[config.mk]
export PLATFORM = sky130hd
export DESIGN_NAME = three_axis_moving_average_top_flat
export DESIGN_NICKNAME = d
export VERILOG_FILES = /design/src/hw/rtl/tma_pkg.sv /design/src/hw/rtl/tma_if.sv /design/src/hw/rtl/tma_window.sv /design/src/hw/rtl/tma_axis.sv /design/src/hw/rtl/three_axis_moving_average_top.sv /design/src/flat_wrapper.sv
export SDC_FILE = /design/constraint.sdc
export NUM_CORES = 1
export LEC_CHECK = 0
export BUFFER_PORTS_ARGS = -buffer_cell sky130_fd_sc_hd__buf_2
export CAP_MARGIN = 20
export CORE_MARGIN = 2
export CORE_UTILIZATION = 45
export DETAILED_ROUTE_END_ITERATION = 6
export PLACE_DENSITY = 0.69
export SYNTH_ARGS = -nofsm -noshare
export SYNTH_HDL_FRONTEND = slang
export SYNTH_SLANG_ARGS = --single-unit
[constraint.sdc]
create_clock -name clk -period 10.2 [get_ports clk]
set_clock_uncertainty 0.2 [all_clocks]
set_input_delay 0 -clock clk [delete_from_list [all_inputs] [get_ports clk]]
set_output_delay 0 -clock clk [all_outputs]
set_load 0.05 [all_outputs]
[src/hw/rtl/tma_pkg.sv]
// tma_pkg: widths, payload structs and control structs of the three-axis moving average
// no dependencies; used by the interfaces and by every module of the block
`timescale 1ns / 1ps

package tma_pkg;

	localparam int SampleW   = 8;
	localparam int GainW     = 5;
	localparam int FillW     = 4;
	localparam int DefWindow = 10;

	localparam logic [GainW-1:0] GainReset = GainW'(1);

	typedef logic signed [SampleW-1:0] smp_t;

	localparam smp_t SatPos = 8'sh7f;
	localparam smp_t SatNeg = 8'sh80;

	typedef struct packed {
		smp_t sample_x;
		smp_t sample_y;
		smp_t sample_z;
	} sample_t;

	typedef struct packed {
		smp_t             avg_x;
		smp_t             avg_y;
		smp_t             avg_z;
		logic [FillW-1:0] fill_count;
	} result_t;

	typedef struct packed {
		logic capture;
		logic read;
		logic update;
	} win_ctl_t;

endpackage

[src/hw/rtl/tma_if.sv]
// tma channel interfaces: sample input, result output and gain write channel
// depends on tma_pkg for the payload types
`timescale 1ns / 1ps

interface tma_sample_if;
	logic              valid;
	logic              ready;
	tma_pkg::sample_t  data;
	modport source(output valid, output data, input ready);
	modport sink(input valid, input data, output ready);
endinterface

interface tma_result_if;
	logic              valid;
	logic              ready;
	tma_pkg::result_t  data;
	modport source(output valid, output data, input ready);
	modport sink(input valid, input data, output ready);
endinterface

interface tma_cfg_if;
	logic                        valid;
	logic                        ready;
	logic [tma_pkg::GainW-1:0]   data;
	modport source(output valid, output data, input ready);
	modport sink(input valid, input data, output ready);
endinterface

[src/hw/rtl/tma_window.sv]
// tma_window: sample ring memory, running sums per axis, fill count and write slot
// depends on tma_pkg; driven by the sequencer in the top level
`timescale 1ns / 1ps

module tma_window #(
	parameter int WINDOW = tma_pkg::DefWindow,
	localparam int SUM_W = tma_pkg::SampleW + $clog2(WINDOW),
	localparam int CNT_W = $clog2(WINDOW + 1)
) (
	input  logic                    clk,
	input  logic                    arst_n,
	input  tma_pkg::win_ctl_t       ctl,
	input  tma_pkg::sample_t        sample,
	output logic signed [SUM_W-1:0] sum_x,
	output logic signed [SUM_W-1:0] sum_y,
	output logic signed [SUM_W-1:0] sum_z,
	output logic [CNT_W-1:0]        count
);

	localparam int SLOT_W = $clog2(WINDOW);
	localparam int EXT_W  = SUM_W - tma_pkg::SampleW;
	localparam logic [CNT_W-1:0]  FullCnt  = CNT_W'(WINDOW);
	localparam logic [SLOT_W-1:0] LastSlot = SLOT_W'(WINDOW - 1);

	tma_pkg::sample_t ring_q [WINDOW];
	tma_pkg::sample_t new_q;
	tma_pkg::sample_t old_q;

	logic signed [SUM_W-1:0] sum_x_q, sum_y_q, sum_z_q;
	logic [CNT_W-1:0]        count_q;
	logic [SLOT_W-1:0]       slot_q;
	logic                    full;
	logic signed [SUM_W-1:0] add_x, add_y, add_z;
	logic signed [SUM_W-1:0] drop_x, drop_y, drop_z;

	assign full = (count_q == FullCnt);

	assign add_x  = {{EXT_W{new_q.sample_x[tma_pkg::SampleW-1]}}, new_q.sample_x};
	assign add_y  = {{EXT_W{new_q.sample_y[tma_pkg::SampleW-1]}}, new_q.sample_y};
	assign add_z  = {{EXT_W{new_q.sample_z[tma_pkg::SampleW-1]}}, new_q.sample_z};
	assign drop_x = full ? {{EXT_W{old_q.sample_x[tma_pkg::SampleW-1]}}, old_q.sample_x} : '0;
	assign drop_y = full ? {{EXT_W{old_q.sample_y[tma_pkg::SampleW-1]}}, old_q.sample_y} : '0;
	assign drop_z = full ? {{EXT_W{old_q.sample_z[tma_pkg::SampleW-1]}}, old_q.sample_z} : '0;

	// ring memory and sample holding registers
	always_ff @(posedge clk) begin
		if (ctl.capture) begin
			new_q <= sample;
		end
		if (ctl.read) begin
			old_q <= ring_q[slot_q];
		end
		if (ctl.update) begin
			ring_q[slot_q] <= new_q;
		end
	end

	always_ff @(posedge clk or negedge arst_n) begin
		if (!arst_n) begin
			sum_x_q <= '0;
			sum_y_q <= '0;
			sum_z_q <= '0;
			count_q <= '0;
			slot_q  <= '0;
		end else if (ctl.update) begin
			sum_x_q <= sum_x_q + add_x - drop_x;
			sum_y_q <= sum_y_q + add_y - drop_y;
			sum_z_q <= sum_z_q + add_z - drop_z;
			if (!full) begin
				count_q <= count_q + CNT_W'(1);
			end
			slot_q <= (slot_q == LastSlot) ? '0 : slot_q + SLOT_W'(1);
		end
	end

	assign sum_x = sum_x_q;
	assign sum_y = sum_y_q;
	assign sum_z = sum_z_q;
	assign count = count_q;

	a_count_bound: assert property (@(posedge clk) disable iff (!arst_n)
		count_q <= FullCnt)
		else $error("fill count above window");

	a_slot_tracks_fill: assert property (@(posedge clk) disable iff (!arst_n)
		!full |-> CNT_W'(slot_q) == count_q)
		else $error("write slot out of step with fill count");

	a_full_stays: assert property (@(posedge clk) disable iff (!arst_n)
		ctl.update && full |=> count_q == FullCnt)
		else $error("full window lost its count");

endmodule

[src/hw/rtl/tma_axis.sv]
// tma_axis: one axis of the average, bit-serial divide of the sum by the fill count,
// then bit-serial multiply by the gain and saturation to 8 bits; depends on tma_pkg
`timescale 1ns / 1ps

module tma_axis #(
	parameter int WINDOW = tma_pkg::DefWindow,
	localparam int SUM_W = tma_pkg::SampleW + $clog2(WINDOW),
	localparam int CNT_W = $clog2(WINDOW + 1)
) (
	input  logic                      clk,
	input  logic                      arst_n,
	input  logic                      start,
	input  logic signed [SUM_W-1:0]   sum,
	input  logic [CNT_W-1:0]          count,
	input  logic [tma_pkg::GainW-1:0] gain,
	output logic                      done,
	output tma_pkg::smp_t             avg
);

	localparam int STEP_W = $clog2(SUM_W);
	localparam int PROD_W = tma_pkg::SampleW + tma_pkg::GainW;
	localparam int SW     = tma_pkg::SampleW;
	localparam logic [PROD_W-1:0] Lim = PROD_W'(2 ** (SW - 1));

	typedef enum logic [2:0] {
		S_IDLE = 3'b001,
		S_DIV  = 3'b010,
		S_MUL  = 3'b100
	} axis_state_t;

	axis_state_t                state_q;
	logic [STEP_W-1:0]          step_q;
	logic [SUM_W-1:0]           dvd_q;
	logic [CNT_W-1:0]           rem_q;
	logic                       neg_q;
	logic [PROD_W-1:0]          mcand_q;
	logic [tma_pkg::GainW-1:0]  mplier_q;
	logic [PROD_W-1:0]          acc_q;
	logic                       done_q;

	logic [SUM_W-1:0] mag;
	logic [CNT_W:0]   trial;
	logic [CNT_W:0]   diff;
	logic             fits;
	logic [SUM_W-1:0] dvd_next;

	assign mag      = sum[SUM_W-1] ? (~sum + 1'b1) : sum;
	assign trial    = {rem_q, dvd_q[SUM_W-1]};
	assign fits     = (trial >= {1'b0, count});
	assign diff     = trial - {1'b0, count};
	assign dvd_next = {dvd_q[SUM_W-2:0], fits};

	always_ff @(posedge clk or negedge arst_n) begin
		if (!arst_n) begin
			state_q  <= S_IDLE;
			step_q   <= '0;
			dvd_q    <= '0;
			rem_q    <= '0;
			neg_q    <= 1'b0;
			mcand_q  <= '0;
			mplier_q <= '0;
			acc_q    <= '0;
			done_q   <= 1'b0;
		end else begin
			unique case (state_q)
				S_IDLE: begin
					if (start) begin
						dvd_q    <= mag;
						rem_q    <= '0;
						neg_q    <= sum[SUM_W-1];
						mplier_q <= gain;
						step_q   <= STEP_W'(SUM_W - 1);
						done_q   <= 1'b0;
						state_q  <= S_DIV;
					end
				end
				S_DIV: begin
					dvd_q <= dvd_next;
					rem_q <= fits ? diff[CNT_W-1:0] : trial[CNT_W-1:0];
					if (step_q == '0) begin
						// quotient magnitude never exceeds 128
						mcand_q <= PROD_W'(dvd_next[SW-1:0]);
						acc_q   <= '0;
						step_q  <= STEP_W'(tma_pkg::GainW - 1);
						state_q <= S_MUL;
					end else begin
						step_q <= step_q - STEP_W'(1);
					end
				end
				S_MUL: begin
					if (mplier_q[0]) begin
						acc_q <= acc_q + mcand_q;
					end
					mcand_q  <= mcand_q << 1;
					mplier_q <= mplier_q >> 1;
					step_q   <= step_q - STEP_W'(1);
					if (step_q == '0) begin
						done_q  <= 1'b1;
						state_q <= S_IDLE;
					end
				end
				default: begin
					state_q <= S_IDLE;
				end
			endcase
		end
	end

	// saturate the signed product to 8 bits
	always_comb begin
		if (neg_q) begin
			avg = (acc_q >= Lim) ? tma_pkg::SatNeg
				: tma_pkg::smp_t'(~acc_q[SW-1:0] + 1'b1);
		end else begin
			avg = (acc_q >= Lim) ? tma_pkg::SatPos : tma_pkg::smp_t'(acc_q[SW-1:0]);
		end
	end

	assign done = done_q;

	a_divisor_nonzero: assert property (@(posedge clk) disable iff (!arst_n)
		start |-> count != '0)
		else $error("divide started with empty window");

	a_rem_below_divisor: assert property (@(posedge clk) disable iff (!arst_n)
		state_q == S_DIV |-> rem_q < count)
		else $error("partial remainder not below divisor");

	a_done_after_mul: assert property (@(posedge clk) disable iff (!arst_n)
		$rose(done_q) |-> $past(state_q) == S_MUL)
		else $error("done raised outside multiply phase");

endmodule

[src/hw/rtl/three_axis_moving_average_top.sv]
// three_axis_moving_average_top: moving average over the last WINDOW samples per axis
// channels: samples (sink) takes sample_x, sample_y, sample_z as one transfer;
//   results (source) gives avg_x, avg_y, avg_z and fill_count, one transfer per sample;
//   cfg (sink) writes the 5-bit gain, always ready, taken by the axis units when they start
// each axis result is the window sum divided by the fill count, truncated toward
//   zero, times gain, saturated to -128..127; fill_count counts up to WINDOW
// processing: after the sample transfer the sequencer passes read, update and start,
//   then the bit-serial divider gives one quotient bit a cycle, followed by a shift-add
//   gain multiply, three axes side by side; the result loads once all three are done
//   and the output register is free; no new sample is taken before that load
// reset: sums, fill count, write slot and result valid clear, gain returns to one;
//   the ring memory is not cleared, old entries are only used once rewritten
// stall: a finished result waits in the output register; the next sample is taken
//   and processed meanwhile and its result holds in the axis units until the
//   output register frees up
// depends on tma_pkg, tma_if, tma_window, tma_axis
`timescale 1ns / 1ps

module three_axis_moving_average_top #(
	parameter int WINDOW = tma_pkg::DefWindow
) (
	input logic         clk,
	input logic         arst_n,
	tma_sample_if.sink  samples,
	tma_result_if.source results,
	tma_cfg_if.sink     cfg
);

	localparam int SUM_W = tma_pkg::SampleW + $clog2(WINDOW);
	localparam int CNT_W = $clog2(WINDOW + 1);

	typedef enum logic [4:0] {
		S_IDLE   = 5'b00001,
		S_READ   = 5'b00010,
		S_UPDATE = 5'b00100,
		S_START  = 5'b01000,
		S_CALC   = 5'b10000
	} seq_state_t;

	seq_state_t                state_q;
	logic [tma_pkg::GainW-1:0] gain_q;
	logic                      res_valid_q;
	tma_pkg::result_t          res_q;

	tma_pkg::win_ctl_t       ctl;
	logic signed [SUM_W-1:0] sum_x, sum_y, sum_z;
	logic [CNT_W-1:0]        count;
	logic                    start;
	logic                    done_x, done_y, done_z;
	tma_pkg::smp_t           avg_x, avg_y, avg_z;
	logic                    out_free;
	logic                    load;

	assign samples.ready = (state_q == S_IDLE);
	assign cfg.ready     = 1'b1;

	assign ctl.capture = samples.valid && samples.ready;
	assign ctl.read    = (state_q == S_READ);
	assign ctl.update  = (state_q == S_UPDATE);
	assign start       = (state_q == S_START);

	assign out_free = !res_valid_q || results.ready;
	assign load     = (state_q == S_CALC) && done_x && done_y && done_z && out_free;

	always_ff @(posedge clk or negedge arst_n) begin
		if (!arst_n) begin
			state_q <= S_IDLE;
		end else begin
			unique case (state_q)
				S_IDLE: begin
					if (ctl.capture) begin
						state_q <= S_READ;
					end
				end
				S_READ:   state_q <= S_UPDATE;
				S_UPDATE: state_q <= S_START;
				S_START:  state_q <= S_CALC;
				S_CALC: begin
					if (load) begin
						state_q <= S_IDLE;
					end
				end
				default: state_q <= S_IDLE;
			endcase
		end
	end

	always_ff @(posedge clk or negedge arst_n) begin
		if (!arst_n) begin
			gain_q <= tma_pkg::GainReset;
		end else if (cfg.valid && cfg.ready) begin
			gain_q <= cfg.data;
		end
	end

	// output register
	always_ff @(posedge clk or negedge arst_n) begin
		if (!arst_n) begin
			res_valid_q <= 1'b0;
		end else if (load) begin
			res_valid_q <= 1'b1;
		end else if (results.ready) begin
			res_valid_q <= 1'b0;
		end
	end

	always_ff @(posedge clk) begin
		if (load) begin
			res_q.avg_x      <= avg_x;
			res_q.avg_y      <= avg_y;
			res_q.avg_z      <= avg_z;
			res_q.fill_count <= tma_pkg::FillW'(count);
		end
	end

	assign results.valid = res_valid_q;
	assign results.data  = res_q;

	tma_window #(.WINDOW(WINDOW)) u_window (
		.clk    (clk),
		.arst_n (arst_n),
		.ctl    (ctl),
		.sample (samples.data),
		.sum_x  (sum_x),
		.sum_y  (sum_y),
		.sum_z  (sum_z),
		.count  (count)
	);

	tma_axis #(.WINDOW(WINDOW)) u_axis_x (
		.clk    (clk),
		.arst_n (arst_n),
		.start  (start),
		.sum    (sum_x),
		.count  (count),
		.gain   (gain_q),
		.done   (done_x),
		.avg    (avg_x)
	);

	tma_axis #(.WINDOW(WINDOW)) u_axis_y (
		.clk    (clk),
		.arst_n (arst_n),
		.start  (start),
		.sum    (sum_y),
		.count  (count),
		.gain   (gain_q),
		.done   (done_y),
		.avg    (avg_y)
	);

	tma_axis #(.WINDOW(WINDOW)) u_axis_z (
		.clk    (clk),
		.arst_n (arst_n),
		.start  (start),
		.sum    (sum_z),
		.count  (count),
		.gain   (gain_q),
		.done   (done_z),
		.avg    (avg_z)
	);

endmodule
[src/flat_wrapper.sv]
// flat-port wrapper written by rule: the top's interface ports become plain ports
module three_axis_moving_average_top_flat 
#(
	parameter int WINDOW = tma_pkg::DefWindow
)
  (clk, arst_n, samples_valid, samples_data, samples_ready, results_valid, results_data, results_ready, cfg_valid, cfg_data, cfg_ready);
  tma_sample_if samples_i ();
  tma_result_if results_i ();
  tma_cfg_if cfg_i ();
  input logic clk;
  input logic arst_n;
  input wire logic [$bits(samples_i.valid)-1:0] samples_valid;
  input wire logic [$bits(samples_i.data)-1:0] samples_data;
  output wire logic [$bits(samples_i.ready)-1:0] samples_ready;
  output wire logic [$bits(results_i.valid)-1:0] results_valid;
  output wire logic [$bits(results_i.data)-1:0] results_data;
  input wire logic [$bits(results_i.ready)-1:0] results_ready;
  input wire logic [$bits(cfg_i.valid)-1:0] cfg_valid;
  input wire logic [$bits(cfg_i.data)-1:0] cfg_data;
  output wire logic [$bits(cfg_i.ready)-1:0] cfg_ready;
  assign samples_i.valid = samples_valid;
  assign samples_i.data = samples_data;
  assign samples_ready = samples_i.ready;
  assign results_valid = results_i.valid;
  assign results_data = results_i.data;
  assign results_i.ready = results_ready;
  assign cfg_i.valid = cfg_valid;
  assign cfg_i.data = cfg_data;
  assign cfg_ready = cfg_i.ready;
  three_axis_moving_average_top #(.WINDOW(WINDOW)) u_core (.clk(clk), .arst_n(arst_n), .samples(samples_i), .results(results_i), .cfg(cfg_i));
endmodule
Word level (Yosys, flattened, before mapping)
Memory sizes are Yosys's and may differ from the RTL's. A register that Yosys moved wholly into a read port is not among the register bits.
Cells that the tools add are included.
- memory bits (writable): 240
- memories: 1
- output and inout bits: 31
- register bits after elaboration: 275
- reduce and logical (&&, ||, !) cells: 49
- bitwise logic cells: 7
- add/subtract/negate cells: 23
- multiplexer cells: 79
- equality and inequality tests: 30
- order comparisons: 6
- memories (name ; depth ; width ; rd ports ; clocked after memory_dff ; wr ports ; line ; text):
    u_core.u_window.ring_q ; 10 ; 24 ; 1 ; 1 ; 1 ; tma_window.sv:25 ; tma_pkg::sample_t ring_q [WINDOW];
- operator list (operator ; count):
    $pmux W13 S2 ; 6
    $mux W13 ; 9
    $mux W12 ; 9
    $mux W8 ; 9
    $pmux W12 S2 ; 3
    $add A13 B13 Y13 ; 3
    $ge A13 B8 Y1 const B ; 3
    $add A12 B1 Y12 const B ; 3
    $add A12 B8 Y12 ; 3
    $mux W4 ; 9
    $not A12 Y12 ; 3
    $pmux W4 S3 ; 3
    $sub A12 B12 Y12 ; 3
    $reduce_and A2 Y1 ; 17
    $pmux W5 S2 ; 3
    $pmux W3 S3 ; 3
    $reduce_and A3 Y1 ; 9
    $pmux W5 S5 ; 1
    $add A8 B1 Y8 const B ; 3
    $not A8 Y8 ; 3
    $pmux W4 S2 ; 3
    $mux W3 ; 7
    $ne A2 B2 Y1 const B ; 10
    $reduce_bool A2 Y1 ; 10
    23 further kinds ; 59

Logic depth before layout (Yosys ltp)
- depth after elaboration: 7
- mapped depth: 17

Modules after synthesis
Synthesis repeated with hierarchy kept, for this count alone.
- cells, all modules: 2275
- area, all modules: 27207.3 um^2
- by module, submodules not included (module ; area an instance (um^2) ; times used ; cells an instance ; sequential area each (um^2)):
    tma_window ; 14985.6 ; 1 ; 972 ; 9749.4
    tma_axis at u_core.u_axis_x ... ; 3627.2 ; 2 ; 411 ; 1402.6
    tma_axis at u_core.u_axis_y ; 3598.5 ; 1 ; 409 ; 1402.6
    three_axis_moving_average_top ; 1368.8 ; 1 ; 72 ; 1118.6

Worst setup path before layout
No wires, ideal clock.
- path kind: reg-to-reg
- start point: reg u_core.state_q[4]
- end point: mem u_core.u_window.ring_q[8][0] (netlist name), enable pin
- path buffers: 2
- arrival time: 3.513 ns
- data required time: 9.534 ns
- period minus slack after synthesis: 4.179 ns
- library setup time: 0.466 ns
- path slack: 6.021 ns
- stages on the path, launching flop included: 6
- path through: dfrtp_1 -> nor3_2 -> nand3b_1 -> clkbuf_1 -> clkbuf_1 -> nor4_1
- word-level cells in the longest chain between the ends: 3
- ends and longest elaborated chain (item ; line ; text):
    start, declared ; three_axis_moving_average_top.sv:40 ; seq_state_t state_q;
    start signal, assigned ; three_axis_moving_average_top.sv:67 ; state_q <= S_IDLE;
    start signal, assigned ; three_axis_moving_average_top.sv:72 ; state_q <= S_READ;
    start signal, assigned ; three_axis_moving_average_top.sv:75 ; S_READ: state_q <= S_UPDATE;
    $eq A5 B3 Y1 ; three_axis_moving_average_top.sv:59 ; assign ctl.update = (state_q == S_UPDATE);
    $mux W1 ; tma_window.sv:53 ; if (ctl.update) begin
    $mux W1 (not written as such) ; tma_window.sv:54 ; ring_q[slot_q] <= new_q;
    end, declared ; tma_window.sv:25 ;
Every way passes these cells.

Final worst setup path
- start point: reg u_core.u_window.count_q[0] (netlist: u_core.u_window.count[0])
- end point: reg u_core.u_window.sum_x_q[11] (netlist: u_core.u_window.sum_x[11])
- word-level cells in the longest chain between the ends: 3
- ends and longest elaborated chain (item ; line ; text):
    start, declared ; tma_window.sv:30 ; logic [CNT_W-1:0] count_q;
    start signal, assigned ; tma_window.sv:70 ; count_q <= count_q + CNT_W'(1);
    $eq A4 B4 Y1 ; tma_window.sv:36 ; assign full = (count_q == FullCnt);
    $mux W12 ; tma_window.sv:41 ; assign drop_x = full ? {{EXT_W{old_q.sample_x[tma_pkg::SampleW-1]}}, old_q.sample_x} : '0;
    $sub A12 B12 Y12 ; tma_window.sv:66 ; sum_x_q <= sum_x_q + add_x - drop_x;
    end signal, assigned ; tma_window.sv:66 ;
    end, declared ; tma_window.sv:29 ; logic signed [SUM_W-1:0] sum_x_q, sum_y_q, sum_z_q;
Every way passes these cells.
A chain may end at the register's enable or synchronous reset.

==> results.md <==
- Ys async rst share: 41.4%
- Max VDD drop: 0.000145 V
- Critical path endpoint category: flop
- Power share of the combinational group: 1.2%
- Port bufs: 63
- Final setup TNS: 0 ns
- Post-placement cell count: 3,017
- Syn Area/Cell: 11.9 um2
- Max Cap Viol: 0
- Worst EP required: 10.49 ns
- Critical path peak fanout: 24
- Finished layout cell area: 30,300 um2
- Pre-CTS setup slack: 5.90 ns
- Clock Tree Buf Depth: 3
- RSZ-0062 raised after global routing: false
- Cell count after synthesis: 2,244
- Post-Route WL: 53,000 um
- Final antenna-violating net count: 0
- Post-synthesis sequential area ratio: 56.7%
- CTS Sinks: 539
- Post-synthesis net count: 2,412
- Util after Layout: 51.7%
- EDFF count, synth: 316
- Sequential share of power: 52.5%
- Die width: 247 um
- Arrival time worst endpoint: 4.58 ns
- CORE AREA: 58,700 um2
- Synth Cell Area: 26,600 um2
- Crit path kind: reg -> reg
- Endpoints failing setup: 0
- DIE HEIGHT: 247 um
- Area added between synthesis and finish: 14.0%
- WL/cell: 16.6 um
- Relative slew slack: 31.7%
- Internal Pwr Total: 3.51 mW
- Worst setup margin: 5.91 ns
- Layout cells sized above 1: 11.2%
- Nets: 2,538
- Pwr/cell area: 144 nW/um2
- Synthesis Warnings: 0
- Area contributors post-synth: edfxtp_1 36%, dfrtp_1 21%, ha_1 4.5%
- P_sw: 868 uW
- Max Freq: 0.233 GHz
- Final Cycle Share: 42.0%
- Worst reg2reg setup slack: 5.91 ns
- Placer Congestion: 0.839
- Clock power share: 46.3%
- Yosys top cell area share: 35.7%
- Die ar.: 61,100 um2
- Worst setup SP type: flop
- Netlist cell types: 74
- Antenna cells: 0
- Residual DRC: 0
- DR vias/cell: 5.36
- Clock tree from TritonCTS: built
- Starting Density: 45.3%
- Root buffer cell: clkbuf_16
- First-pass iteration count of the detailed router: 7
- Main flop type after synthesis: edfxtp_1
- Grt ovf: 0
- Gr usage total: 17.8%
- Via count of the first global-routing pass: 17.4k
- Num rows: 89
- Pin count of the biggest net entering global routing: 84
- Hold Crit Class: in -> reg
- First-pass GRT wire length: 88,300 um
- CTS resizes: 0
- Initial antenna violation count: 0
- Ports: 65
- Reg clk slew, reported paths: 0.06 ns
- Net Sw Frac: 19.8%
- Total power: 4.38 mW
- Count of final max-slew check failures: 0
- CTS H-tree depth: 2
- Least-Margin Pin Slew: 1.02 ns
- DR iter-0 viols: 968
- Synth area leader: edfxtp_1
- Status: complete, no violations
- Routed vias: 17.1k
- Hold Vio Cnt, Final: 0
- Synthesized flop and latch total: 539
- Worst skew pair latency: 0.62 ns
- Tmin final: 4.29 ns
- Hold slack: 0.0587 ns
- Cell Area, Placed: 27,800 um2
- Cts bufs inserted: 55
- HPWL after DPL: 35,500 um
- Post-Layout Cell Count: 3,190
- Leakage power: 12.1 nW
[final cells by class]
class / instances / area (um2)
timing repair buffer: 161 / 1250
inverter: 165 / 619
clock buffer: 75 / 1540
clock inverter: 29 / 288
tap: 773 / 967
fill: 5013 / 28300
multi-input combinational: 1448 / 10600
sequential: 539 / 15100
[routing by layer]
layer / vias up / share of wire (%) / global-route usage, % / wire, um
met2: 285 / 48 / 30.3 / 25700
li1: 8359 / - / - / -
met3: 65 / 3.9 / 2.42 / 2060
met4: 0 / 2.0 / 5.30 / 1050
met5: - / 0 / 0 / 0
met1: 8395 / 46 / 23.9 / 24300
[power by group through the flow]
stage                     Sequential (mW)  Combinational [mW]  Clock, mW
final                                2.30              0.0510       2.03
after detailed placement             2.34              0.0293          0
after global routing                 2.30              0.0578       2.16
after global placement               2.34              0.0288          0
after floorplan                      2.34             0.00346          0
after CTS                            2.30              0.0525       2.07
[sequential cells by signal, indices dropped and copies added, names as in the netlist, 8 cells and up]
register	count
u_core.u_window.sum_x	12
u_core.u_window.sum_y	12
u_core.u_window.old_q	24
u_core.u_axis_y.acc_q	13
u_core.u_axis_x.dvd_q	12
u_core.results.data	28
u_core.u_axis_y.mcand_q	13
u_core.u_window.add_y	8
u_core.u_window.ring_q	240
u_core.u_axis_z.dvd_q	12
u_core.u_axis_x.acc_q	13
u_core.u_axis_y.dvd_q	12
u_core.u_axis_x.mcand_q	13
u_core.u_window.add_x	8
u_core.u_axis_z.mcand_q	13
u_core.u_window.add_z	8
u_core.u_axis_z.acc_q	13
u_core.u_window.sum_z	12
[worst max-delay path, stage by stage, from the launching register on]
cell	delay, ns
dfrtp_1	0.47
inv_1	0.12
ha_1	0.23
and3b_1	0.40
and2_1	0.30
fa_1	0.59
inv_1	0.06
ha_1	0.31
a211oi_1	0.27
nor2_1	0.13
o41ai_1	0.59
o31ai_1	0.20
mux2i_1	0.16
xnor2_1	0.13
[final timing paths]
path / start / cells after the start / to
max: u_core.u_window.count[0]$_DFFE_PN0P_ / 13 / u_core.u_window.sum_x[11]$_DFFE_PN0P_
min: cfg_valid / 3 / u_core.gain_q[0]$_DFFE_PN1P_
max reg2reg: u_core.u_window.count[0]$_DFFE_PN0P_ / 13 / u_core.u_window.sum_x[11]$_DFFE_PN0P_
min reg2reg: u_core.u_window.sum_y[6]$_DFFE_PN0P_ / 2 / u_core.u_window.sum_y[6]$_DFFE_PN0P_
max in group asynchronous: arst_n / 4 / u_core.u_axis_y.acc_q[12]$_DFFE_PN0P_
min in group asynchronous: arst_n / 3 / u_core.u_axis_z.state_q[0]$_DFFE_PN1P_
[synthesized netlist by cell type, drive strengths merged (6+ instances only)]
library cell  instances
edfxtp              316
nand2               231
dfrtp               218
inv                 165
o21ai               154
nor2                151
a21oi                97
ha                   95
clkbuf               72
xnor2                60
mux2i                50
mux4                 48
nor2b                41
a211oi               40
fa                   39
nor3                 37
xor2                 37
nand3                33
and2                 30
a21o                 27
a22oi                27
o22ai                24
a31oi                23
o21a                 22
buf                  20
o31ai                20
nand2b               19
nor3b                16
nand4                12
a221o                 9
mux2                  9
o21bai                9
nand3b                8
a22o                  6
and3                  6
nor4                  6
[repair_timing]
action	in CTS	in global routing
buffers inserted	0	0
endpoints found under the hold margin	147	0
hold buffers	69	0
[logic make-up after synthesis]
kind of cell | synth area share (%)
xor+xnor | 3.19
compound gates | 11.6
buf+inv | 3.74
mux | 6.32
simple gates | 11.0
fa+ha+maj | 7.40
flops | 56.7
other cells | 0.0141
[layout by cell type (no fill, tap or decap), drive strengths merged, types with 40 or more instances in the layout]
| cell type | count |
|---|---|
| buf | 93 |
| dfrtp | 218 |
| xnor2 | 60 |
| nand2 | 231 |
| mux2i | 50 |
| o21ai | 154 |
| edfxtp | 316 |
| a211oi | 40 |
| a21oi | 97 |
| mux4 | 48 |
| inv | 166 |
| nor2b | 41 |
| clkbuf | 75 |
| nor2 | 151 |
| dlygate4sd3 | 68 |
| ha | 95 |
No activity file was read; power rests on OpenSTA's default activity.
